==> config.mk <==
export PLATFORM = sky130hd
export DESIGN_NAME = tcw_ctrl
export DESIGN_NICKNAME = d
export VERILOG_FILES = /design/src/design/tcw_pkg.sv /design/src/design/tcw_ctrl.sv
export SDC_FILE = /design/constraint.sdc
export NUM_CORES = 1
export LEC_CHECK = 0
export BUFFER_PORTS_ARGS = -buffer_cell sky130_fd_sc_hd__buf_2
export CAP_MARGIN = 40
export CORE_AREA = 2 2 39 41
export DETAILED_ROUTE_END_ITERATION = 8
export DIE_AREA = 0 0 41 43
export HOLD_SLACK_MARGIN = 0.02
export MAX_ROUTING_LAYER = met4
export PLACE_DENSITY = 0.64
export RECOVER_POWER = 50
export SLEW_MARGIN = 20
export SYNTH_ARGS = -nofsm -noshare
export SYNTH_HDL_FRONTEND = slang
export SYNTH_SLANG_ARGS = --single-unit
==> constraint.sdc <==
create_clock -name clk -period 1.56 [get_ports clk]
set_input_delay 0.078 -clock clk [delete_from_list [all_inputs] [get_ports clk]]
set_output_delay 0.078 -clock clk [all_outputs]
set_load 0.005 [all_outputs]
==> src/design/tcw_pkg.sv <==
// Shared constants and control types of the text console writer.
`timescale 1ns / 1ps

package tcw_pkg;

  // Screen geometry
  localparam int COLS   = 80;
  localparam int ROWS   = 25;
  localparam int CELLS  = COLS * ROWS;
  localparam int COL_W  = $clog2(COLS);
  localparam int ROW_W  = $clog2(ROWS);
  localparam int ADDR_W = $clog2(CELLS);

  // Field widths
  localparam int KIND_W  = 2;
  localparam int CHAR_W  = 8;
  localparam int COLOR_W = 8;
  localparam int IDX_W   = 11;
  localparam int POS_W   = 11;
  localparam int CELL_W  = 16;

  // Item kinds
  localparam logic [KIND_W-1:0] KIND_CHAR  = 2'd0;
  localparam logic [KIND_W-1:0] KIND_CLEAR = 2'd1;
  localparam logic [KIND_W-1:0] KIND_READ  = 2'd2;

  // Character codes and attributes
  localparam logic [CHAR_W-1:0]  CH_NEWLINE   = 8'd10;
  localparam logic [CHAR_W-1:0]  CH_BACKSPACE = 8'd8;
  localparam logic [CHAR_W-1:0]  CH_SPACE     = 8'd32;
  localparam logic [COLOR_W-1:0] RESET_COLOR  = 8'h0F;

  // Controller to datapath commands
  typedef struct packed {
    logic put_char;   // apply a character item at the cursor
    logic home;       // clear item: home cursor, clear result fields
    logic res_clear;  // zero cell and scroll result fields
    logic cell_load;  // capture read data into the result
    logic cnt_inc;    // advance sweep counter
    logic cnt_zero;   // restart sweep counter
    logic fill_en;    // write fill value at sweep counter
    logic fill_init;  // fill with the reset cell rather than current blank
    logic copy_rd;    // scroll copy: read one row below the sweep counter
  } dp_cmd_t;

  // Datapath to controller status
  typedef struct packed {
    logic need_scroll;  // character item at the input would scroll
    logic idx_ok;       // read index lies on the screen
    logic last_copy;    // sweep counter at last cell of the copy region
    logic last_cell;    // sweep counter at last cell of the screen
  } dp_stat_t;

endpackage

==> src/design/tcw_ctrl.sv <==
// Sequencing state machine of the text console writer.
`timescale 1ns / 1ps

module tcw_ctrl (
  input  logic                      clk,
  input  logic                      rst_n,
  input  logic                      start,
  input  logic [tcw_pkg::KIND_W-1:0] in_kind,
  input  tcw_pkg::dp_stat_t         stat,
  output tcw_pkg::dp_cmd_t          cmd,
  output logic                      busy,
  output logic                      out_valid
);

  localparam logic [2:0] S_INIT  = 3'd0;
  localparam logic [2:0] S_IDLE  = 3'd1;
  localparam logic [2:0] S_COPY  = 3'd2;
  localparam logic [2:0] S_DRAIN = 3'd3;
  localparam logic [2:0] S_FILL  = 3'd4;
  localparam logic [2:0] S_READ  = 3'd5;
  localparam logic [2:0] S_RESP  = 3'd6;

  logic [2:0] state_r;
  logic [2:0] state_nxt;

  always_ff @(posedge clk) begin
    if (!rst_n) begin
      state_r <= S_INIT;
    end else begin
      state_r <= state_nxt;
    end
  end

  always_comb begin
    state_nxt = state_r;
    cmd       = '0;
    unique case (state_r)
      S_INIT: begin
        cmd.fill_en   = 1'b1;
        cmd.fill_init = 1'b1;
        cmd.cnt_inc   = 1'b1;
        if (stat.last_cell) begin
          state_nxt = S_IDLE;
        end
      end
      S_IDLE: begin
        if (start) begin
          case (in_kind)
            tcw_pkg::KIND_CHAR: begin
              cmd.put_char = 1'b1;
              if (stat.need_scroll) begin
                cmd.cnt_zero = 1'b1;
                state_nxt    = S_COPY;
              end else begin
                state_nxt = S_RESP;
              end
            end
            tcw_pkg::KIND_CLEAR: begin
              cmd.home     = 1'b1;
              cmd.cnt_zero = 1'b1;
              state_nxt    = S_FILL;
            end
            tcw_pkg::KIND_READ: begin
              if (stat.idx_ok) begin
                state_nxt = S_READ;
              end else begin
                cmd.res_clear = 1'b1;
                state_nxt     = S_RESP;
              end
            end
            default: begin
              cmd.res_clear = 1'b1;
              state_nxt     = S_RESP;
            end
          endcase
        end
      end
      S_COPY: begin
        cmd.copy_rd = 1'b1;
        cmd.cnt_inc = 1'b1;
        if (stat.last_copy) begin
          state_nxt = S_DRAIN;
        end
      end
      S_DRAIN: begin
        // last copied cell is written this cycle; counter already at bottom row
        state_nxt = S_FILL;
      end
      S_FILL: begin
        cmd.fill_en = 1'b1;
        cmd.cnt_inc = 1'b1;
        if (stat.last_cell) begin
          state_nxt = S_RESP;
        end
      end
      S_READ: begin
        cmd.cell_load = 1'b1;
        state_nxt     = S_RESP;
      end
      S_RESP: begin
        state_nxt = S_IDLE;
      end
      default: begin
        state_nxt = S_INIT;
      end
    endcase
  end

  assign busy      = (state_r != S_IDLE);
  assign out_valid = (state_r == S_RESP);

endmodule

==> summary.md, run 1 <==
| Metric | Value |
|---|---|
| Xor/xnor share of the synthesized area | 0% |
| Initial Util | about a third |
| Largest register FFs | 3 |
| Via count | roughly 460 |
| # diodes | 0 |
| CORE AREA | 1380 um2 |
| Worst flop-to-flop path endpoint | state_r[2] |
| Number of antenna-violating nets in the routed design | 0 |
| Max-Cap Viols | 0 |
| Asr flop ratio synth | 0% |
| CP Class | reg2out |
| Placed insts | 93 |
| Startpoint types | flip-flop |
| Synth Instances | 58 |
| PortBufs | 19 |
| Fin nets | 97 |
| Mux cell area share after synthesis | 0% |
| Via-per-instance ratio | 4.76 |
| First-pass GRT wire length | roughly 1.5 mm |
| Fin crit period | 1.45 ns |
| Latest clock arrival within the worst-skew pair | roughly 0.24 ns |
| Period utilization | 92.8% |
| Critical path required time | roughly 1.5 ns |
| Worst-path clk slew | roughly 0.040 ns |
| Slew Limit Fails | 0 |
| WL per Instance | 10.2 um |
| Initial antenna violation count | 0 |
| Hold Path Sink | state_r[1] |
| CTS tree | done |
| Total track usage | 12.7% |
| Hold Crit Class | in2reg |
| H-Tree Depth | 1 |
| CP peak stage delay | around 0.40 ns |
| Post-Syn Area per Cell | 7.72 um2 |
| Die Area | 1760 um2 |
| Depth of the most critical reg-to-reg path | 4 |
| Outcome | completed |
| Congestion Overflow GR | 0 |
| Post-synthesis compound-gate area fraction | a little under a fifth |
| Main combinational cell family by area after synthesis | simple AND/OR/NAND/NOR gates |
| Area Overhead vs Synth | 27.7% |
| Leak Pwr | 0.285 nW |
| Synth Net Count | 73 |
| Largest regs | state_r (3) |
| RSZ-0062 raised after global routing | no |
| CTS root buf | clkbuf_4 |
| Setup TNS | 0 ns |
| Final wirelength | 993 um |
| Num CTS Buffers | 3 |
| Dpl hpwl | 818 um |
| Max IR drop VDD | around 0.00033 V |
| Setup violators final | 0 |
| Die width | 41 um |
| FMAX | 691 MHz |
| Post-synth EDFFs | 0 |
| Final instance area | 572 um2 |
| Post-Synth Simple-Gate Area | 38.8% |
| CTS Sinks | 3 |
| Slowest-stage cell, CP | dfxtp_1 |
| CTS Buffer Depth | 2 |
| Site Rows | 14 |
| Hold Vio Cnt, Final | 0 |
| Max FO, Critical Path | 8 |
| CP Data Arrival Time | about 1.4 ns |
| GPL Wtd Cong | approximately 0.70 |
| Crit path cell chain | buf_4, and2b_2, and2_1, buf_2 |
| Layout cells sized above 1 | 38.3% |
| Worst slew pin tran | roughly 0.31 ns |
| Pwr per Cell Area | 864 nW/um2 |
| Dominant synthesized flop cell | dfxtp_1 |
| Vias in the first global route | 377 |
| Register bank with the most flops | state_r |
| Synthesized area | 448 um2 |
| Reg-to-Reg Start | state_r[0] |
| Die Ht | 43 um |
| Crit. End Element | primary output |
| Adder and majority gate portion of the synthesized area | approximately 17% |
| I/O pin count | 20 |
| DRC | 0 |
| Startpoint of the worst hold path | rst_n |
| Post-synthesis sequential area ratio | 13.4% |
| Clock Skew | 0.00194 ns |
| Placed cell area | 549 um2 |
| R2R Setup Slk | between 0.1 and 0.15 ns |
| Synth Register Bits | 3 |
| Largest net degree at the start of global routing | 11 |
| Synth warn | 0 |
| 1st-iter DRT viols | 10 |
| Hold depth | 2 |
| Unique masters post-synth | 24 |
| Slew headroom | between 70 and 80% |
| Finished Layout Cells | 97 |
| TritonRoute pass-1 iters | 3 |
-- logic make-up (layout without fill, tap and decap cells) --
group / Yosys count / after routing
flip-flops: 3 / 3
buffers and inverters: 8 / 31
adder cells (fa/ha/maj): 6 / 6
AND/OR/NAND/NOR: 30 / 30
AO/OA/AOI/OAI: 11 / 11
-- metrics by stage --
stage | hold WS [ns] | utilization, % | setup slack (ns) | total power [mW]
floorplan | 0.227 | - | 0.197 | 0.292
global placement | 0.351 | 39.7 | 0.180 | 0.356
detailed placement | 0.352 | 39.7 | 0.143 | 0.362
CTS | 0.102 | 41.6 | 0.0487 | 0.507
global route | 0.113 | 41.3 | 0.0285 | 0.546
finish | 0.106 | 41.3 | 0.113 | 0.494
-- layer usage --
layer / routed length, um / GRT usage (%) / up-vias / part of all wire, %
met5: 0 / - / - / 0
met4: 0 / 6.00 / 0 / 0
met3: 93 / 4.71 / 0 / 9.4
met2: 473 / 19.7 / 16 / 48
met1: 426 / 13.8 / 201 / 43
li1: - / - / 245 / -
-- report_power, final --
part / switching [mW] / total, mW / internal (mW) / leakage (nW)
logic: 0.123 / 0.241 / 0.118 / 0.245
clock network: 0.0443 / 0.140 / 0.0961 / 0.0150
registers: 0.0214 / 0.113 / 0.0912 / 0.0246
-- worst max path at each step --
stage	endpoint	slack (ns)	cells after the start	startpoint
after floorplan	state_r[1]	0.20	5	state_r[2]
after global placement	state_r[1]	0.18	7	in_kind[0]
after detailed placement	state_r[2]	0.14	4	state_r[0]
after CTS	cmd[3]	0.05	5	state_r[1]
after global routing	cmd[0]	0.03	3	state_r[0]
final	cmd[5]	0.11	4	state_r[1]
-- Yosys cell counts (2+ instances only) --
cell | instances | area (um2)
and2b_2 | 3 | 26.3
nor3_1 | 2 | 10.0
nor2_1 | 9 | 33.8
ha_1 | 6 | 75.1
nand2b_1 | 2 | 12.5
buf_6 | 2 | 22.5
a21oi_1 | 4 | 20.0
inv_1 | 5 | 18.8
a21boi_1 | 2 | 15.0
nand2_1 | 4 | 15.0
dfxtp_1 | 3 | 60.1
nand3_1 | 4 | 20.0
-- placed cells by master, fill, tap and decap left out, drive strengths merged --
cell type  count
ha             6
o21ai          1
a21boi         2
nand3          4
and2b          3
inv            5
a21oi          4
nand2          4
and4           1
and2           1
buf           18
o31ai          1
nor3           2
clkbuf         8
nor2           9
dfxtp          3
o311a          1
or4b           2
o211ai         2
nand2b         2
nor3b          1
or3            1
-- final cells by class --
| cell class | count | area [um2] |
|---|---|---|
| Multi-Input combinational cell | 47 | 337 |
| Tap cell | 16 | 20.0 |
| Inverter | 5 | 18.8 |
| Sequential cell | 3 | 60.1 |
| Clock buffer | 4 | 26.3 |
| Timing Repair Buffer | 22 | 110 |
| Fill cell | 156 | 812 |
-- critical path, delay by kind of cell (launching register included) --
kind | cells | cell delay, ns
flip-flops | 1 | 0.40
buffers and inverters | 2 | 0.31
AND/OR/NAND/NOR | 2 | 0.42
-- what timing repair did --
action	in CTS	in global routing
buffers inserted	0	0
resized for setup	0	2
setup endpoints to repair	0	4
hold buffers	0	0
No activity file was read; power rests on OpenSTA's default activity.
==> run 2, diff against run 1 <==
==> constraint.sdc (replaced) <==
create_clock -name clk -period 1.5 [get_ports clk]
set_input_delay 0.075 -clock clk [delete_from_list [all_inputs] [get_ports clk]]
set_output_delay 0.075 -clock clk [all_outputs]
set_load 0.005 [all_outputs]
==> summary.md, run 2 (synthesis gave the netlist of run 1 again) <==
| Metric | Value |
|---|---|
| Outcome | completed |
| Via-per-instance ratio | 4.77 |
| Max-Cap Viols | 0 |
| Largest regs | state_r (3) |
| Dpl hpwl | 765 um |
| FMAX | a little over 700 MHz |
| Largest register FFs | 3 |
| Die Area | 1760 um2 |
| Logic pwr share | roughly 50% |
| CTS Sinks | 3 |
| R2R Setup Slk | approximately 0.12 ns |
| Fin crit period | 1.41 ns |
| Slowest-stage cell, CP | dfxtp_1 |
| PortBufs | 19 |
| Final hold slack | 0.112 ns |
| Leak Pwr | 0.289 nW |
| Hold Crit Class | in2reg |
| Most frequent cells in the layout | buf_2 (17), nor2_1 (8), ha_1 (6) |
| Total track usage | a little under an eighth |
| Initial Util | 32.4% |
| Area Overhead vs Synth | 28.2% |
| Layout cells sized above 1 | 39.5% |
| GPL Wtd Cong | 0.726 |
| Slew Limit Fails | 0 |
| CP startpoint | state_r[1] |
| Fin nets | 97 |
| Clock Skew | 0.00961 ns |
| Switching power of the nets | 0.193 mW |
| CP peak stage delay | 0.38 ns |
| Site Rows | 14 |
| Critical path required time | 1.42 ns |
| Largest net degree at the start of global routing | 13 |
| H-Tree Depth | 1 |
| Num CTS Buffers | 3 |
| CTS Buffer Depth | 2 |
| Worst-path clk slew | 0.04 ns |
| Startpoint types | flip-flop |
| Startpoint of the worst hold path | rst_n |
| Crit path cell chain | buf_4, and2b_2, and2_1, buf_2 |
| Number of antenna-violating nets in the routed design | 0 |
| Vias in the first global route | 372 |
| Clock power frac | 28.5% |
| Max IR drop VDD | roughly 0.00021 V |
| Congestion Overflow GR | 0 |
| Period utilization | 94.0% |
| Initial antenna violation count | 0 |
| Setup TNS | 0 ns |
| DRC | 0 |
| 1st-iter DRT viols | 4 |
| Pwr per Cell Area | 890 nW/um2 |
| Die Ht | 43 um |
| # diodes | 0 |
| WL per Instance | 9.84 um |
| I/O pin count | 20 |
| Max FO, Critical Path | 8 |
| Sequential power share | between 20% and 30% |
| Top delay family on crit path | simple AND/OR/NAND/NOR gates |
| Internal power | 0.318 mW |
| Latest clock arrival within the worst-skew pair | 0.24 ns |
| Filler cell count | 156 |
| CORE AREA | 1380 um2 |
| Hold_buf cts | 0 |
| Final wirelength | 954 um |
| Hold Vio Cnt, Final | 0 |
| First-pass GRT wire length | 1.35 mm |
| Register bank with the most flops | state_r |
| Fin util | 41.5% |
| Die width | 41 um |
| Worst slew pin tran | 0.358 ns |
| Setup violators final | 0 |
| Crit. End Element | primary output |
| CP Buf/Inv Count | 2 |
| Slew headroom | 76.1% |
| Net Sw Frac | 37.7% |
| CTS tree | done |
| Reg-to-Reg Start | state_r[1] |
| Via count | 463 |
| TritonRoute pass-1 iters | 4 |
| CTS root buf | clkbuf_4 |
| CP Class | reg2out |
| CP Data Arrival Time | 1.33 ns |
| Commonest non-fill, non-tap cell in the layout | buf_2 |
| RSZ-0062 raised after global routing | no |
==> run 2: repair_timing <==
item,CTS,global route
resized for setup,0,2
setup endpoints to repair,0,4
buffers inserted,0,0
==> run 2: cell type report <==
class,count,area (um2),area share [%]
multi-input cells,47,334,58.2
repair buffers,22,115,20.0
flip-flops and latches,3,60.1,10.5
clock buffers,4,26.3,4.58
well taps,16,20.0,3.49
inverters,5,18.8,3.27
==> run 2: worst paths after layout <==
check,to,cells past startpoint
max,cmd[5],4
max reg2reg,state_r[1],4
min,state_r[1],2
min reg2reg,state_r[0],1
==> run 2: stage by stage <==
stage	worst slack, ns	cells	area (um2)	power (mW)
after global placement	0.159	93	549	0.373
after floorplan	0.137	58	448	0.304
after detailed placement	0.127	93	549	0.374
after global routing	0.0106	97	574	0.559
final	0.0901	97	574	0.511
after CTS	0.00555	97	576	0.523
==> run 2: power groups by stage <==
stage               sequential (mW)  combinational, mW  clock, mW
finish                        0.108              0.258      0.146
global route                  0.111              0.288      0.160
CTS                           0.109              0.264      0.149
detailed placement            0.110              0.264          0
global placement              0.110              0.263          0
floorplan                     0.109              0.195          0
==> run 2: layer usage <==
metal	share of wire, %	vias to the layer above	global-route usage [%]
li1	-	243	-
met1	45	205	12.5
met2	48	15	17.5
met3	6.5	0	1.57
met4	0	0	10.0
met5	0	-	-
